$ cat src/design/ircf_pkg.sv
// shared constants and types for the infrared space coded frame encoder
`default_nettype none

package ircf_pkg;

   // field widths
   localparam int KEY_W      = 12;
   localparam int BT_W       = 8;
   localparam int GAP_W      = 5;
   localparam int SEG_W      = 11;
   localparam int MODE_W     = 2;
   localparam int CSR_ADDR_W = 1;
   localparam int CSR_DATA_W = 8;

   // default code length
   localparam int NUM_BITS_DEF = 12;

   // register reset values
   localparam logic [BT_W-1:0]  BIT_TICKS_RST   = 8'd28;
   localparam logic [GAP_W-1:0] GAP_PERIODS_RST = 5'd30;

   // register indexes
   localparam logic [CSR_ADDR_W-1:0] CSR_BIT_TICKS   = 1'd0;
   localparam logic [CSR_ADDR_W-1:0] CSR_GAP_PERIODS = 1'd1;

   // request modes
   localparam logic [MODE_W-1:0] MODE_TICK   = 2'd0;
   localparam logic [MODE_W-1:0] MODE_SEND   = 2'd1;
   localparam logic [MODE_W-1:0] MODE_REPEAT = 2'd2;

   // one buffered request
   typedef struct packed {
      logic [MODE_W-1:0] mode;
      logic [KEY_W-1:0]  key_code;
   } req_item_type;

   // handoff between input stage and sequencer
   typedef struct packed {
      logic         valid;
      req_item_type item;
   } stage_out_type;

endpackage

`default_nettype wire

$ cat src/design/ircf_if.sv
// channel interfaces for request, response and register write
`default_nettype none

interface ircf_req_if;
   import ircf_pkg::*;
   logic              valid;
   logic              ready;
   logic [MODE_W-1:0] mode;
   logic [KEY_W-1:0]  key_code;
   modport source (output valid, output mode, output key_code, input ready);
   modport sink   (input valid, input mode, input key_code, output ready);
endinterface

interface ircf_rsp_if;
   import ircf_pkg::*;
   logic             valid;
   logic             ready;
   logic             carrier_on;
   logic [SEG_W-1:0] segment_ticks;
   logic             busy_res;
   modport source (output valid, output carrier_on, output segment_ticks,
                   output busy_res, input ready);
   modport sink   (input valid, input carrier_on, input segment_ticks,
                   input busy_res, output ready);
endinterface

interface ircf_csr_if;
   import ircf_pkg::*;
   logic                  valid;
   logic                  ready;
   logic [CSR_ADDR_W-1:0] addr;
   logic [CSR_DATA_W-1:0] data;
   modport source (output valid, output addr, output data, input ready);
   modport sink   (input valid, input addr, input data, output ready);
endinterface

`default_nettype wire

$ cat src/design/ircf_csr.sv
// configuration registers: bit time and closing gap length
`default_nettype none

module ircf_csr
   import ircf_pkg::*;
(
   input  wire logic             clock,
   input  wire logic             reset,
   ircf_csr_if.sink              csr_chan,
   output logic [BT_W-1:0]       bit_ticks,
   output logic [GAP_W-1:0]      gap_periods
);

   logic [BT_W-1:0]  bit_ticks_ff,   bit_ticks_in;
   logic [GAP_W-1:0] gap_periods_ff, gap_periods_in;
   logic             wr_en;

   // writes are always taken
   assign csr_chan.ready = 1'b1;
   assign wr_en          = csr_chan.valid;

   // register decode
   always_comb begin
      bit_ticks_in   = bit_ticks_ff;
      gap_periods_in = gap_periods_ff;
      if (wr_en) begin
         case (csr_chan.addr)
            CSR_BIT_TICKS:   bit_ticks_in   = csr_chan.data;
            CSR_GAP_PERIODS: gap_periods_in = csr_chan.data[GAP_W-1:0];
            default: begin
            end
         endcase
      end
   end

   always_ff @(posedge clock) begin
      if (reset) begin
         bit_ticks_ff   <= BIT_TICKS_RST;
         gap_periods_ff <= GAP_PERIODS_RST;
      end else begin
         bit_ticks_ff   <= bit_ticks_in;
         gap_periods_ff <= gap_periods_in;
      end
   end

   assign bit_ticks   = bit_ticks_ff;
   assign gap_periods = gap_periods_ff;

endmodule

`default_nettype wire

$ cat src/design/ircf_in_stage.sv
// input register holding one request ahead of the sequencer
`default_nettype none

module ircf_in_stage
   import ircf_pkg::*;
(
   input  wire logic      clock,
   input  wire logic      reset,
   ircf_req_if.sink       req_chan,
   input  wire logic      take,
   output stage_out_type  stage_out
);

   logic         valid_ff, valid_in;
   req_item_type item_ff, item_in;
   logic         load;

   // room when empty or when the held request moves on this cycle
   assign req_chan.ready = !valid_ff || take;
   assign load           = req_chan.valid && req_chan.ready;

   always_comb begin
      valid_in = valid_ff;
      item_in  = item_ff;
      if (load) begin
         valid_in         = 1'b1;
         item_in.mode     = req_chan.mode;
         item_in.key_code = req_chan.key_code;
      end else if (take) begin
         valid_in = 1'b0;
      end
   end

   always_ff @(posedge clock) begin
      if (reset) begin
         valid_ff <= 1'b0;
      end else begin
         valid_ff <= valid_in;
      end
      item_ff <= item_in;
   end

   assign stage_out.valid = valid_ff;
   assign stage_out.item  = item_ff;

endmodule

`default_nettype wire

$ cat src/design/ircf_seq.sv
// frame sequencer: phase machine, code shifter and response register
`default_nettype none

module ircf_seq
   import ircf_pkg::*;
#(
   parameter int NUM_BITS = NUM_BITS_DEF
) (
   input  wire logic             clock,
   input  wire logic             reset,
   input  wire stage_out_type    stage_out,
   input  wire logic [BT_W-1:0]  bit_ticks,
   input  wire logic [GAP_W-1:0] gap_periods,
   output logic                  take,
   ircf_rsp_if.source            rsp_chan
);

   localparam int IDX_W = $clog2(NUM_BITS + 1);

   typedef enum logic [3:0] {
      PH_IDLE   = 4'd0,
      PH_PRE_A  = 4'd1,
      PH_PRE_B  = 4'd2,
      PH_BIT_A  = 4'd3,
      PH_BIT_B  = 4'd4,
      PH_IBIT_A = 4'd5,
      PH_IBIT_B = 4'd6,
      PH_STOP   = 4'd7,
      PH_WAIT   = 4'd8
   } phase_type;

   phase_type            phase_ff,   phase_in;
   logic [NUM_BITS-1:0]  shift_ff,   shift_in;
   logic [NUM_BITS-1:0]  held_ff,    held_in;
   logic [IDX_W-1:0]     idx_ff,     idx_in;
   logic [GAP_W-1:0]     gap_ff,     gap_in;
   logic                 carrier_ff, carrier_in;
   logic [SEG_W-1:0]     seg_ff,     seg_in;
   logic                 rsp_valid_ff, rsp_valid_in;

   logic [KEY_W+NUM_BITS-1:0] key_ext;
   logic [NUM_BITS-1:0]       key_trunc;
   logic [IDX_W:0]            idx_inc;
   logic                      idx_done;
   logic [GAP_W-1:0]          gap_inc;
   logic [SEG_W-1:0]          seg_one, seg_two, seg_four, seg_eight;

   // a request moves on when the response slot is free or being emptied
   assign take = stage_out.valid && (!rsp_valid_ff || rsp_chan.ready);

   // key code cut or widened to the code length
   assign key_ext   = {{NUM_BITS{1'b0}}, stage_out.item.key_code};
   assign key_trunc = key_ext[NUM_BITS-1:0];

   // segment lengths in ticks
   assign seg_one   = {3'b000, bit_ticks};
   assign seg_two   = {2'b00, bit_ticks, 1'b0};
   assign seg_four  = {1'b0, bit_ticks, 2'b00};
   assign seg_eight = {bit_ticks, 3'b000};

   assign idx_inc  = {1'b0, idx_ff} + {{IDX_W{1'b0}}, 1'b1};
   assign idx_done = (idx_inc >= (IDX_W + 1)'(NUM_BITS));
   assign gap_inc  = gap_ff + {{(GAP_W-1){1'b0}}, 1'b1};

   // next state for the request at the head of the input stage
   always_comb begin
      phase_in   = phase_ff;
      shift_in   = shift_ff;
      held_in    = held_ff;
      idx_in     = idx_ff;
      gap_in     = gap_ff;
      carrier_in = carrier_ff;
      seg_in     = seg_ff;
      if (take) begin
         case (stage_out.item.mode)
            MODE_TICK: begin
               case (phase_ff)
                  PH_IDLE: begin
                     carrier_in = 1'b0;
                  end
                  PH_PRE_A: begin
                     seg_in     = seg_eight;
                     carrier_in = 1'b1;
                     phase_in   = PH_PRE_B;
                  end
                  PH_PRE_B: begin
                     carrier_in = 1'b0;
                     shift_in   = held_ff;
                     phase_in   = PH_BIT_A;
                  end
                  PH_BIT_A, PH_IBIT_A, PH_STOP: begin
                     seg_in     = seg_one;
                     carrier_in = 1'b1;
                     case (phase_ff)
                        PH_BIT_A:  phase_in = PH_BIT_B;
                        PH_IBIT_A: phase_in = PH_IBIT_B;
                        default:   phase_in = PH_WAIT;
                     endcase
                  end
                  PH_BIT_B, PH_IBIT_B: begin
                     carrier_in = 1'b0;
                     seg_in     = shift_ff[NUM_BITS-1] ? seg_four : seg_two;
                     shift_in   = shift_ff << 1;
                     idx_in     = idx_inc[IDX_W-1:0];
                     if (idx_done) begin
                        if (phase_ff == PH_BIT_B) begin
                           // move on to the inverted copy
                           shift_in = ~held_ff;
                           idx_in   = '0;
                           phase_in = PH_IBIT_A;
                        end else begin
                           phase_in = PH_STOP;
                        end
                     end else begin
                        phase_in = (phase_ff == PH_BIT_B) ? PH_BIT_A : PH_IBIT_A;
                     end
                  end
                  PH_WAIT: begin
                     carrier_in = 1'b0;
                     seg_in     = seg_one;
                     gap_in     = gap_inc;
                     if (gap_inc >= gap_periods) begin
                        idx_in   = '0;
                        gap_in   = '0;
                        phase_in = PH_IDLE;
                     end
                  end
                  default: begin
                     carrier_in = 1'b0;
                     phase_in   = PH_IDLE;
                  end
               endcase
            end
            MODE_SEND: begin
               held_in = key_trunc;
               if (key_trunc != '0 && phase_ff == PH_IDLE) begin
                  phase_in = PH_PRE_A;
               end
            end
            MODE_REPEAT: begin
               if (held_ff != '0 && phase_ff == PH_IDLE) begin
                  phase_in = PH_PRE_A;
               end
            end
            default: begin
            end
         endcase
      end
   end

   // response slot occupancy
   always_comb begin
      rsp_valid_in = rsp_valid_ff;
      if (take) begin
         rsp_valid_in = 1'b1;
      end else if (rsp_chan.ready) begin
         rsp_valid_in = 1'b0;
      end
   end

   always_ff @(posedge clock) begin
      if (reset) begin
         phase_ff     <= PH_IDLE;
         shift_ff     <= '0;
         held_ff      <= '0;
         idx_ff       <= '0;
         gap_ff       <= '0;
         carrier_ff   <= 1'b0;
         seg_ff       <= {3'b000, BIT_TICKS_RST};
         rsp_valid_ff <= 1'b0;
      end else begin
         phase_ff     <= phase_in;
         shift_ff     <= shift_in;
         held_ff      <= held_in;
         idx_ff       <= idx_in;
         gap_ff       <= gap_in;
         carrier_ff   <= carrier_in;
         seg_ff       <= seg_in;
         rsp_valid_ff <= rsp_valid_in;
      end
   end

   // state only changes with a new response, so it doubles as the payload
   assign rsp_chan.valid         = rsp_valid_ff;
   assign rsp_chan.carrier_on    = carrier_ff;
   assign rsp_chan.segment_ticks = seg_ff;
   assign rsp_chan.busy_res      = (phase_ff != PH_IDLE);

endmodule

`default_nettype wire

$ cat src/design/ir_space_coded_frame_encoder.sv
// top level of the infrared space coded frame encoder
//
//   channel    dir  payload                                    handshake
//   req_chan   in   mode, key_code                             valid / ready
//   rsp_chan   out  carrier_on, segment_ticks, busy_res        valid / ready
//   csr_chan   in   addr (0 bit_ticks, 1 gap_periods), data    valid / ready
//
// an accepted request passes through the input register, then the phase machine
// updates its registers, which form the response
// one request per cycle is sustained while rsp_chan is ready; the input register refills in the same
// cycle the response slot is emptied, and a stalled response holds both sides
// reset is synchronous and active high; config writes are always ready
`default_nettype none

module ir_space_coded_frame_encoder
   import ircf_pkg::*;
#(
   parameter int NUM_BITS = NUM_BITS_DEF
) (
   input  wire logic   clock,
   input  wire logic   reset,
   ircf_req_if.sink    req_chan,
   ircf_rsp_if.source  rsp_chan,
   ircf_csr_if.sink    csr_chan
);

   logic [BT_W-1:0]  bit_ticks;
   logic [GAP_W-1:0] gap_periods;
   stage_out_type    stage_out;
   logic             take;

   // configuration registers
   ircf_csr u_csr (
      .clock       (clock),
      .reset       (reset),
      .csr_chan    (csr_chan),
      .bit_ticks   (bit_ticks),
      .gap_periods (gap_periods)
   );

   // input register
   ircf_in_stage u_in_stage (
      .clock     (clock),
      .reset     (reset),
      .req_chan  (req_chan),
      .take      (take),
      .stage_out (stage_out)
   );

   // frame sequencer and response register
   ircf_seq #(
      .NUM_BITS (NUM_BITS)
   ) u_seq (
      .clock       (clock),
      .reset       (reset),
      .stage_out   (stage_out),
      .bit_ticks   (bit_ticks),
      .gap_periods (gap_periods),
      .take        (take),
      .rsp_chan    (rsp_chan)
   );

endmodule

`default_nettype wire

$ cat src/flat_wrapper.sv
// flat-port wrapper written by rule: the top's interface ports become plain ports
module ir_space_coded_frame_encoder_flat import ircf_pkg::*;
#(
   parameter int NUM_BITS = NUM_BITS_DEF
)
  (clock, reset, req_chan_valid, req_chan_mode, req_chan_key_code, req_chan_ready, rsp_chan_valid, rsp_chan_carrier_on, rsp_chan_segment_ticks, rsp_chan_busy_res, rsp_chan_ready, csr_chan_valid, csr_chan_addr, csr_chan_data, csr_chan_ready);
  ircf_req_if req_chan_i ();
  ircf_rsp_if rsp_chan_i ();
  ircf_csr_if csr_chan_i ();
  input  wire logic clock;
  input  wire logic reset;
  input wire logic [$bits(req_chan_i.valid)-1:0] req_chan_valid;
  input wire logic [$bits(req_chan_i.mode)-1:0] req_chan_mode;
  input wire logic [$bits(req_chan_i.key_code)-1:0] req_chan_key_code;
  output wire logic [$bits(req_chan_i.ready)-1:0] req_chan_ready;
  output wire logic [$bits(rsp_chan_i.valid)-1:0] rsp_chan_valid;
  output wire logic [$bits(rsp_chan_i.carrier_on)-1:0] rsp_chan_carrier_on;
  output wire logic [$bits(rsp_chan_i.segment_ticks)-1:0] rsp_chan_segment_ticks;
  output wire logic [$bits(rsp_chan_i.busy_res)-1:0] rsp_chan_busy_res;
  input wire logic [$bits(rsp_chan_i.ready)-1:0] rsp_chan_ready;
  input wire logic [$bits(csr_chan_i.valid)-1:0] csr_chan_valid;
  input wire logic [$bits(csr_chan_i.addr)-1:0] csr_chan_addr;
  input wire logic [$bits(csr_chan_i.data)-1:0] csr_chan_data;
  output wire logic [$bits(csr_chan_i.ready)-1:0] csr_chan_ready;
  assign req_chan_i.valid = req_chan_valid;
  assign req_chan_i.mode = req_chan_mode;
  assign req_chan_i.key_code = req_chan_key_code;
  assign req_chan_ready = req_chan_i.ready;
  assign rsp_chan_valid = rsp_chan_i.valid;
  assign rsp_chan_carrier_on = rsp_chan_i.carrier_on;
  assign rsp_chan_segment_ticks = rsp_chan_i.segment_ticks;
  assign rsp_chan_busy_res = rsp_chan_i.busy_res;
  assign rsp_chan_i.ready = rsp_chan_ready;
  assign csr_chan_i.valid = csr_chan_valid;
  assign csr_chan_i.addr = csr_chan_addr;
  assign csr_chan_i.data = csr_chan_data;
  assign csr_chan_ready = csr_chan_i.ready;
  ir_space_coded_frame_encoder #(.NUM_BITS(NUM_BITS)) u_core (.clock(clock), .reset(reset), .req_chan(req_chan_i), .rsp_chan(rsp_chan_i), .csr_chan(csr_chan_i));
endmodule
$ cat config.mk
export PLATFORM = sky130hd
export DESIGN_NAME = ir_space_coded_frame_encoder_flat
export DESIGN_NICKNAME = d
export VERILOG_FILES = /design/src/design/ircf_pkg.sv /design/src/design/ircf_if.sv /design/src/design/ircf_csr.sv /design/src/design/ircf_in_stage.sv /design/src/design/ircf_seq.sv /design/src/design/ir_space_coded_frame_encoder.sv /design/src/flat_wrapper.sv
export SDC_FILE = /design/constraint.sdc
export NUM_CORES = 1
export LEC_CHECK = 0
export ABC_AREA = 1
export BUFFER_PORTS_ARGS = -buffer_cell sky130_fd_sc_hd__buf_2
export CORE_MARGIN = 3
export CORE_UTILIZATION = 30
export DETAILED_ROUTE_END_ITERATION = 12
export HOLD_SLACK_MARGIN = 0.15
export PLACE_DENSITY = 0.57
export SETUP_SLACK_MARGIN = 0.2
export SKIP_LAST_GASP = 1
export SYNTH_ARGS = -nofsm -noshare
export SYNTH_HDL_FRONTEND = slang
export SYNTH_SLANG_ARGS = --single-unit
$ cat constraint.sdc
create_clock -name clock -period 3.9 [get_ports clock]
set_input_delay 1.17 -clock clock [delete_from_list [all_inputs] [get_ports clock]]
set_output_delay 1.17 -clock clock [all_outputs]
set_load 0.02 [all_outputs]
==> flow_metrics.env <==
export IMPL_run_status="complete, no violations"
export IMPL_worstHoldPathType="flip-flop to flip-flop"
export IMPL_antennaDiodeCount=0
export IMPL_die_height_um=120
export IMPL_initial_cell_density_of_the_core=0.315
export IMPL_grt_pass1_wl_um=14400
export IMPL_cp_top_family="buffers and inverters"
export IMPL_detailedPlacementHpwl_um=6070
export IMPL_cts_hold_buffers=0
export IMPL_worst_path_stages=4
export IMPL_cp_startpoint="rsp_chan_ready"
export IMPL_cp_required_ns=2.73
export IMPL_crit_path_end="req_chan_ready"
export IMPL_overall_power_after_layout_mw=1.98
export IMPL_number_of_enable_type_register_cells_in_the_synthesized_netlist=14
export IMPL_timing_critical_path_slowest_cell_delay_ns=0.19
export IMPL_regToRegStartpoint="u_core.u_seq.gap_ff[0]"
export IMPL_worst_r2r_path_depth=14
export IMPL_syn_area_mm2=0.00388
export IMPL_clk_insertion_delay_late_ns=0.33
export IMPL_cp_data_arrival_time_ns=1.69
export IMPL_timing_critical_path_mode_cell="buf_2"
export IMPL_overflow=0
export IMPL_drt_wirelength_per_cell_um=11.9
export IMPL_finalCriticalPeriod_ns=2.86
export IMPL_floorplan_die_width_um=120
export IMPL_synth_simple_area_share=0.243
export IMPL_yosysWarningCount=0
export IMPL_timing_critical_path_fanout_max=3
export IMPL_finish_cell_count_without_fillers=714
export IMPL_achievable_frequency_mhz=350
export IMPL_synth_fa_ha_area_frac=0.0387
export IMPL_grt_start_max_net_pins=28
export IMPL_finalCritPeriodShare=0.733
export IMPL_reg2reg_slack_ns=1.53
export IMPL_synth_top_family_by_area="simple AND/OR/NAND/NOR gates"
export IMPL_post_route_cells_drive_above_1_share=0.159
export IMPL_design_core_area_mm2=0.0123
export IMPL_num_fill_cells=1292
export IMPL_cts_tree="built"
export IMPL_power_per_cell_area_mw_per_mm2=438
export IMPL_finalWirelength_um=8470
export IMPL_unrepaired_setup_endpoints_after_global_routing="no"
export IMPL_total_leakage_power_nw=1.95
export IMPL_synth_ff_latch_count=78
export IMPL_gpl_final_weighted_congestion=0.856
export IMPL_drt_antenna_violating_nets=0
export IMPL_ioPinCount=44
export IMPL_routed_via_density=4.68
export IMPL_worst_setup_path_start_kind="input port"
export IMPL_synth_avg_cell_area_um2=7.69
export IMPL_area_delta_synth_final_pct=16.6
export IMPL_track_usage=0.122
export IMPL_inserted_clock_buffers=9
export IMPL_htree_num_levels=3
export IMPL_worstHoldStart="u_core.u_seq.rsp_chan.segment_ticks[3]"
export IMPL_port_buffer_count=42
export IMPL_drt_pass1_iter_count=5
export IMPL_clk_pin_slew_ns=0.06
export IMPL_synth_mux_area_frac=0
export IMPL_timing_final_setup_violations=0
export IMPL_fin_tns_setup_ns=0
export IMPL_end_kind="primary output"
export IMPL_placement_row_count=40
export IMPL_dp_cells=698
export IMPL_layout_cells_most_common="nand2_1"
export IMPL_number_of_gates_resized_after_cts=0
export IMPL_synth_top_flop_cell="dfxtp_1"
export IMPL_critPathKind="input port to primary output"
export IMPL_most_common_layout_cells="103 x nand2_1, 64 x dfxtp_1, 61 x a21oi_1"
export IMPL_postSynthCellCount=505
export IMPL_tritoncts_num_sinks=78
export IMPL_drt_drc_violations_left=0
export IMPL_ys_seq_area_frac=0.438
export IMPL_rr_endpoint="u_core.u_seq.phase_ff[0]"
export IMPL_clock_tree_buffer_depth=2
export IMPL_synth_xor_xnor_area_share=0.00677
export IMPL_number_of_max_cap_violations=0
export IMPL_post_cts_setup_buffer_count=0
export IMPL_synth_compound_gate_area_share=0.189
export IMPL_hold_slack_ns=0.475
export IMPL_synth_nets=545
export IMPL_drt_initial_drc_count=279
export IMPL_crit_chain="buf_2 > inv_1 > nand3_1 > buf_2"
export IMPL_initial_antenna_violation_count=0
export IMPL_die_area_mm2=0.0143
export IMPL_synth_cell_types=42
export IMPL_final_slew_viol_count=0
export IMPL_post_route_skew_ns=0.00812
export IMPL_library_cell_used_as_clock_root_buffer="clkbuf_16"
export IMPL_asyncSetResetFlopFracSynth=0
export IMPL_max_vdd_ir_drop_v=0.000188
export IMPL_routed_via_count=3343
export IMPL_hold_viol=0
export IMPL_fin_nets=581
export IMPL_number_of_global_route_vias_before_repair=3092
export IMPL_path_buf_inv=3
export IMPL_cpMaxStageDelayCell="buf_2"
[stage by stage]
step	worst slack (ns)	area (um2)	utilization
6_report	1.04	4530	0.368
5_1_grt	1.00	4530	0.368
4_1_cts	1.04	4530	0.368
3_5_place_dp	1.04	4190	0.340
3_3_place_gp	1.07	4190	0.340
2_1_floorplan	1.23	3880	-
[how the worst min path moves through the flow]
stage	endpoint	slack (ns)	cells past startpoint
after floorplan	u_core.u_seq.idx_ff[3]	0.45	2
after global placement	u_core.u_seq.rsp_chan.segment_ticks[4]	0.45	2
after detailed placement	u_core.u_seq.rsp_chan.segment_ticks[2]	0.46	2
after CTS	u_core.u_seq.rsp_chan.segment_ticks[2]	0.47	2
after global routing	u_core.u_seq.idx_ff[3]	0.50	2
final	u_core.u_seq.rsp_chan.segment_ticks[3]	0.48	2
[state kept, by name (all words and copies together) (netlist names)]
register and cells:
u_core.u_in_stage.stage_out 14, u_core.u_seq.held_ff 12, u_core.u_seq.shift_ff 12, u_core.u_seq.rsp_chan.segment_ticks 11, u_core.u_csr.bit_ticks 8, u_core.u_csr.gap_periods 5, u_core.u_seq.gap_ff 5, u_core.u_seq.idx_ff 4
u_core.u_seq.phase_ff 4, u_core.u_in_stage.valid_ff 1, u_core.u_seq.rsp_chan.carrier_on 1, u_core.u_seq.rsp_chan.valid 1
[synthesized netlist by cell type (6+ instances only)]
cell type  instances  area, um2
dfxtp_1           64       1280
nor2_1            46        173
o21ai_0           39        195
nand3_1           33        165
ha_1              12        150
a21oi_1           61        305
inv_1             44        165
edfxtp_1          14        420
clkbuf_1           6       22.5
o211ai_1           9       67.6
inv_2              6       22.5
o21ai_1           10       50.1
nand2_1          103        387
[report_power, final]
part / switching [mW] / internal (mW) / leakage (nW)
Combinational: 0.120 / 0.0601 / 1.14
Clock: 0.325 / 0.599 / 0.161
Sequential: 0.0257 / 0.851 / 0.657
[per-layer routing]
layer,up-vias,share of wire,GRT usage
met3,9,0.051,0.0353
met5,-,0,0
li1,1755,-,-
met2,84,0.42,0.180
met1,1495,0.52,0.172
met4,0,0.011,0.0394
[area by class of cell]
type,count,area [um2],area share
tap,168,210,0.0464
multi-input combinational,356,1860,0.411
inverter,52,195,0.0431
clock inverter,5,81.3,0.0180
clock buffer,11,254,0.0561
timing repair buffer,44,225,0.0498
sequential,78,1700,0.376
[logic make-up (layout without fill, tap and decap cells)]
kind of cell | count (synthesis) | in the layout
buffers and inverters | 71 | 112
AOI/OAI and AO/OA | 133 | 133
xor gates and xnor gates | 3 | 3
DFF | 78 | 78
and+or+nand+nor | 207 | 207
adders and majority gates | 12 | 12
other | 1 | 1
[worst min-delay path: cells and delay by family, from the launching register on]
family / cells / cell delay, ns
DFF: 1 / 0.32
and+or+nand+nor: 2 / 0.13
Note: power is estimated with default switching activity, not from simulation.
